`config.mk`:
```
export PLATFORM = sky130hd
export DESIGN_NAME = q2e_isqrt
export DESIGN_NICKNAME = d
export VERILOG_FILES = /design/src/q2e_pkg.sv /design/src/q2e_isqrt.sv
export SDC_FILE = /design/constraint.sdc
export NUM_CORES = 2
export LEC_CHECK = 0
export BUFFER_PORTS_ARGS = -buffer_cell sky130_fd_sc_hd__clkbuf_2
export CAP_MARGIN = 5
export CORE_AREA = 2 2 504 506
export DETAILED_ROUTE_END_ITERATION = 8
export DIE_AREA = 0 0 506 508
export SETUP_SLACK_MARGIN = 0.05
export SLEW_MARGIN = 20
export SYNTH_ARGS = -nofsm -noshare
export SYNTH_HDL_FRONTEND = slang
export SYNTH_SLANG_ARGS = --single-unit
```
`constraint.sdc`:
```
create_clock -name clk -period 8.5 [get_ports clk]
set_input_delay 1.7 -clock clk [delete_from_list [all_inputs] [get_ports clk]]
set_output_delay 1.7 -clock clk [all_outputs]
set_load 0.01 [all_outputs]
```
`src/q2e_pkg.sv`:
```
`timescale 1ns / 1ps
`default_nettype none
// ----------------------------------------------------------------------------
// q2e_pkg
// shared widths, constants and the arctangent table of the converter
// ----------------------------------------------------------------------------
package q2e_pkg;

  localparam int QW        = 16;   // quaternion component width
  localparam int OPW       = 34;   // atan2 operand width
  localparam int SW        = 30;   // clamped asin argument width
  localparam int VW        = 57;   // radicand width
  localparam int CW        = 29;   // square root width
  localparam int XW        = 38;   // cordic vector width
  localparam int AW        = 35;   // cordic angle width
  localparam int SQ_STAGES = 29;   // one root bit per stage
  localparam int CORDIC_STAGES_DEF = 16;
  localparam int TABLE_LEN = 24;

  localparam logic signed [OPW-1:0] ONE_Q28 = OPW'(64'sd268435456);
  localparam logic signed [AW-1:0]  PI_Q30  = AW'(64'sd3373259426);
  localparam logic signed [18:0]    FULL_LIMIT = 19'sd25736;
  localparam logic signed [18:0]    HALF_LIMIT = 19'sd12868;

  typedef struct packed {
    logic signed [OPW-1:0] roll_y;
    logic signed [OPW-1:0] roll_x;
    logic signed [OPW-1:0] yaw_y;
    logic signed [OPW-1:0] yaw_x;
    logic signed [SW-1:0]  sin_p;
    logic                  clamped;
  } ops_t;

  // atan(2^-i) at scale 2^30, truncated
  function automatic logic [31:0] atan_lut(input int i);
    logic [31:0] r;
    case (i)
      0:  r = 32'h3243F6A8;
      1:  r = 32'h1DAC6705;
      2:  r = 32'h0FADBAFC;
      3:  r = 32'h07F56EA6;
      4:  r = 32'h03FEAB76;
      5:  r = 32'h01FFD55B;
      6:  r = 32'h00FFFAAA;
      7:  r = 32'h007FFF55;
      8:  r = 32'h003FFFEA;
      9:  r = 32'h001FFFFD;
      10: r = 32'h000FFFFF;
      11: r = 32'h0007FFFF;
      12: r = 32'h0003FFFF;
      13: r = 32'h0001FFFF;
      14: r = 32'h0000FFFF;
      15: r = 32'h00007FFF;
      16: r = 32'h00003FFF;
      17: r = 32'h00001FFF;
      18: r = 32'h00000FFF;
      19: r = 32'h000007FF;
      20: r = 32'h000003FF;
      21: r = 32'h000001FF;
      22: r = 32'h000000FF;
      23: r = 32'h0000007F;
      default: r = 32'h00000000;
    endcase
    return r;
  endfunction

endpackage
`default_nettype wire

```
`src/q2e_isqrt.sv`:
```
`timescale 1ns / 1ps
`default_nettype none
// ----------------------------------------------------------------------------
// q2e_isqrt
// pipelined integer square root, one result bit per stage, with side payload
// ----------------------------------------------------------------------------
module q2e_isqrt #(
  parameter int PW = 1
) (
  input  wire                           clk,
  input  wire                           rst_n,
  input  wire                           en,
  input  wire                           vld_in,
  input  wire  [q2e_pkg::VW-1:0]        rad_in,
  input  wire  [PW-1:0]                 pay_in,
  output logic                          vld_out,
  output logic [q2e_pkg::CW-1:0]        root_out,
  output logic [PW-1:0]                 pay_out
);

  localparam int NS = q2e_pkg::SQ_STAGES;
  localparam int RW = q2e_pkg::VW + 1;

  logic [RW-1:0] rem_r [NS];
  logic [RW-1:0] res_r [NS];
  logic [PW-1:0] pay_r [NS];
  logic [NS-1:0] vld_r;

  genvar k;
  generate
    for (k = 0; k < NS; k++) begin : g_stage
      logic [RW-1:0] rem_i, res_i, trial, rem_nxt, res_nxt;
      logic [RW-1:0] bitv;
      assign bitv = RW'(1) << (2 * (NS - 1 - k));
      if (k == 0) begin : g_first
        assign rem_i = RW'(rad_in);
        assign res_i = '0;
      end else begin : g_rest
        assign rem_i = rem_r[k-1];
        assign res_i = res_r[k-1];
      end
      always_comb begin
        trial = res_i + bitv;
        if (rem_i >= trial) begin
          rem_nxt = rem_i - trial;
          res_nxt = (res_i >> 1) + bitv;
        end else begin
          rem_nxt = rem_i;
          res_nxt = res_i >> 1;
        end
      end
      always_ff @(posedge clk) begin
        if (!rst_n) begin
          vld_r[k] <= 1'b0;
        end else if (en) begin
          vld_r[k] <= (k == 0) ? vld_in : vld_r[(k == 0) ? 0 : k-1];
        end
      end
      always_ff @(posedge clk) begin
        if (en) begin
          rem_r[k] <= rem_nxt;
          res_r[k] <= res_nxt;
          pay_r[k] <= (k == 0) ? pay_in : pay_r[(k == 0) ? 0 : k-1];
        end
      end
    end
  endgenerate

  assign vld_out  = vld_r[NS-1];
  assign root_out = res_r[NS-1][q2e_pkg::CW-1:0];
  assign pay_out  = pay_r[NS-1];

endmodule
`default_nettype wire

```
* Word level (Yosys, flattened, before mapping) *
Memory sizes are Yosys's and may differ from the RTL's.
Cells that the tools add are included.

storage, ports and cells
  bits in registers = 29
  bits in writable memories = 3393
  input bits = 62
  logic and storage cells = 206
  memories kept = 3

memories
  name   words  width  read ports  clocked after Yosys merged registers in  write ports  line             source
  rem_r  29     58     28          0                                        29           q2e_isqrt.sv:24  logic [RW-1:0] rem_r [NS];
  res_r  29     58     29          0                                        29           q2e_isqrt.sv:25  logic [RW-1:0] res_r [NS];
  pay_r  29     1      29          0                                        29           q2e_isqrt.sv:26  logic [PW-1:0] pay_r [NS];

operators by class
  $add $sub $neg = 85
  order comparisons = 29
  muxes and demuxes = 60

operators with widths
  cell                    number
  $mux 58                 57
  $ge 58x58->1            28
  $sub 58x58->58          28
  $add 57x1->58 const B   1
  $add 57x11->58 const B  1
  $add 57x13->58 const B  1
  $add 57x15->58 const B  1
  $add 57x17->58 const B  1
  $add 57x19->58 const B  1
  $add 57x21->58 const B  1
  $add 57x23->58 const B  1
  $add 57x25->58 const B  1
  $add 57x27->58 const B  1
  $add 57x29->58 const B  1
  $add 57x3->58 const B   1
  $add 57x31->58 const B  1
  $add 57x33->58 const B  1
  $add 57x35->58 const B  1
  $add 57x37->58 const B  1
  $add 57x39->58 const B  1
  $add 57x41->58 const B  1
  $add 57x43->58 const B  1
  $add 57x45->58 const B  1
  $add 57x47->58 const B  1
  39 further kinds        40

* Longest topological paths before layout *
An unclocked memory read counts as a cell.

  depth after elaboration = 4
  depth in mapped cells = 15
  depth with buffers taken out = 12

* Worst setup path after synthesis *
No wires, ideal clock.

  kind = reg-to-reg
  start point = mem rem_r[1][531] (netlist name)
  end point = mem rem_r[1][627] (netlist name), data pin
  arrival time = 3.165 ns
  required time = 8.233 ns
  slack = 5.068 ns
  cell stages (with the launch flop) = 13
  path buffers = 2
  cells stage by stage = edfxtp_1 ha_1 clkbuf_1 nand4_1 a2111oi_0 o21ai_0 a211o_1 a21oi_1 a21oi_1 a211oi_1 buf_2 nor3b_1 xor2_1

RTL lines
  item                line
  start: declaration  q2e_isqrt.sv:24

==> reports/qor.yml <==
cpPeakStageDelay_ns: 0.90
setup_violations: 0
yosysWarnings: 0
p_int_mw: 21.3
syn_inst: 7895
crit_chain: "ha_1 -> nand4_1 -> a2111oi_0 -> o21ai_0 -> a211o_1 -> a21oi_1 -> a21oi_4 -> inv_1 -> nand3_1 -> nor4_1 -> xor2_1"
min-delay-path-class: "flop to flop"
numCtsBuffers: 223
synthArstFlopShare: 0
h-tree-depth: 4
p_leak_nw: 41.7
grt_usage: 0.188
synthFlopType: "edfxtp_1"
critPathMaxFanout: 11
routabilityCongestion: 0.916
route.detailed.vias_per_inst: 5.36
ys_types: 99
num_rows: 185
power_frac_comb: 0.197
start_kind: "flop"
port_buffers: 92
finalHoldViolCount: 0
rsz0062_at_grt: "false"
grt_first_pass_wirelength_mm: 372
antenna_found_initial: 8
first_pass_iters: 6
syn_avg_cell_area_um2: 12.7
dieArea_um2: 257000
synth_area_leaders: "edfxtp_1 63%, ha_1 5.7%, xnor2_1 3.4%"
skew_ns: 0.0902
grt_pass1_vias: 61111
status: "finished, final reports clean"
cts_setup_buffers: 0
tns_ns: 0
drt_iter0_markers: 5294
holdWs_ns: 0.405
crit_buf_inv: 1
syn_area_um2: 100000
switchingPower_mw: 8.91
switching_share: 0.295
clk_pin_slew_ns: 0.07
seq_area_frac_synth: 0.632
timing.final.crit_share: 0.558
drt-wirelength-per-cell_um: 21.3
drive_gt1_frac: 0.0749
required_ns: 9.13
cts.repair.resized: 0
synth_edf_count: 2088
die_w_um: 506
maxCapViolCount: 0
max-vdd-ir-drop_uv: 213
root_buffer: "clkbuf_16"
area_delta_synth_final_pct: 12.2
max-slew-margin-rel: 0.173
io_pins: 93
dieHeight_um: 508
final-max-slew-violation-count: 0
cpLargestDelayFamily: "compound AO/OA/AOI/OAI gates"
synth.top_cell.area_share: 0.626
ys_ff_latch: 2117
worst_slew_pin_slew_ns: 1.24
period_minus_slack_ns: 4.74
overflow: 0
critical_path_arrival_ns: 5.37
drtAntennaViolNets: 0
max_freq_mhz: 211
initial_core_util: 0.397
cts.sinks: 2117
clk_latency_ns: 0.92
cp_slowest_cell: "a2111oi_0"
crit_path_end_kind: "flop"
core-area_um2: 252000
synth_area_leader_cell: "edfxtp_1"
drc: 0
vias: 62558
seqPwrFrac: 0.474
nets: 8620
powerDensity_nw_per_um2: 269
clkPwrFrac: 0.329
ctsHoldBuffers: 0
cts_tree: "built"
wl_mm: 248
path_class: "flop to flop"
clock_path_buffers: 3
hpwl_mm: 187
grt_max_degree: 206
final cells by class:
cell class	count	area, um2
tap	3366	4210
timing repair buffer	136	931
multi-input combinational	5054	34200
antenna	3	7.51
clock buffer	262	5750
clock inverter	159	1850
inverter	566	2130
sequential	2117	63300
fill	22819	140000
worst reg2reg max path: cells and delay by family, from the launching register on:
family / cells / cell delay (ns)
AO/OA/AOI/OAI: 5 / 2.24
AND/OR/NAND/NOR: 3 / 0.96
adder cells (fa/ha/maj): 1 / 0.46
flip-flops: 1 / 0.39
buffers and inverters: 1 / 0.29
XOR/XNOR: 1 / 0.12
state kept, by name, summed over array words and instances (netlist names):
name     cells
pay_r       29
rem_r     1624
res_r      435
vld_out      1
vld_r       28
layout by cell type (no fill, tap or decap), types with 88 or more instances in the layout:
cell type and instances:
nand4_1 123, a21o_1 136, nor2_1 541, xnor2_1 385
edfxtp_1 2088, a21oi_1 500, ha_1 460, o21a_1 88
clkbuf_16 223, nand2b_1 92, clkbuf_2 91, xor2_1 339
nor3_1 208, inv_1 564, o21ai_0 358, nor2b_1 90
nand3_1 128, nand2_1 502, nor4_1 258
cells in the mapped netlist, drive strengths merged, types with 10 or more instances:
cell type     n
xor2        339
o21bai       32
o31ai        31
o211ai       29
clkbuf      134
o21ai       364
a211oi       38
o21a         88
a21oi       502
o22ai        10
a31oi        40
nand3b       16
nand3       130
mux2i        38
edfxtp     2088
nor3b        16
and4b        12
ha          460
dfxtp        29
nor3        208
o31a         19
buf          25
or3          83
nor2        541
nand2       504
and2         30
a21boi       18
o41ai        13
a21o        136
a2111oi      17
nor2b        90
xnor2       385
nor4        263
mux2         70
and4         17
nand4b       18
and3         46
o2111ai      10
inv         566
or2          24
nor4b        24
nand2b       92
or4          72
nand4       123
cell families (layout without fill, tap and decap cells):
group / after synthesis / count (layout) / share of synthesized area
and+or+nand+nor: 2322 / 2322 / 0.119
DFF: 2117 / 2117 / 0.632
AOI/OAI and AO/OA: 1438 / 1438 / 0.0887
buffers and inverters: 725 / 1123 / 0.0276
xor gates and xnor gates: 724 / 724 / 0.0633
adders and majority gates: 460 / 460 / 0.0575
muxes: 108 / 108 / 0.0117
other: 1 / 5 / 0.0000374
stage by stage:
step	instance area [um2]	setup WS, ns	power [mW]	instances	utilization
floorplan	100000	5.07	18.3	7896	-
global placement	105000	3.93	20.4	11239	0.415
detailed placement	105000	3.91	20.5	11239	0.415
CTS	112000	3.83	30.5	11660	0.445
global route	112000	3.36	31.6	11661	0.445
finish	112000	3.76	30.2	11663	0.445
routing by layer:
metal  global-route usage  part of all wire  up-vias
met4               0.0550             0.027        2
met1                0.232              0.41    30772
li1                     -                 -    29923
met5                    0          0.000052        -
met2                0.339              0.52     1507
met3               0.0279             0.048      354
path summary, 6_finish.rpt:
path | from | slack, ns | cells after the start | end
setup / recovery | rem_r[1][531] | 3.76 | 11 | rem_r[1][632]
hold / removal | res_r[6][66] | 0.40 | 0 | res_r[6][123]
setup reg to reg | rem_r[1][531] | 3.76 | 11 | rem_r[1][632]
hold reg to reg | res_r[6][66] | 0.40 | 0 | res_r[6][123]
power groups by stage:
stage	clock network [mW]	registers, mW	logic, mW
after floorplan	0	13.9	4.33
after global placement	0	14.6	5.83
after detailed placement	0	14.6	5.90
after CTS	10.2	14.4	5.94
after global routing	10.6	14.5	6.62
final	9.93	14.3	5.95
No activity file was read; power rests on OpenSTA's default activity.
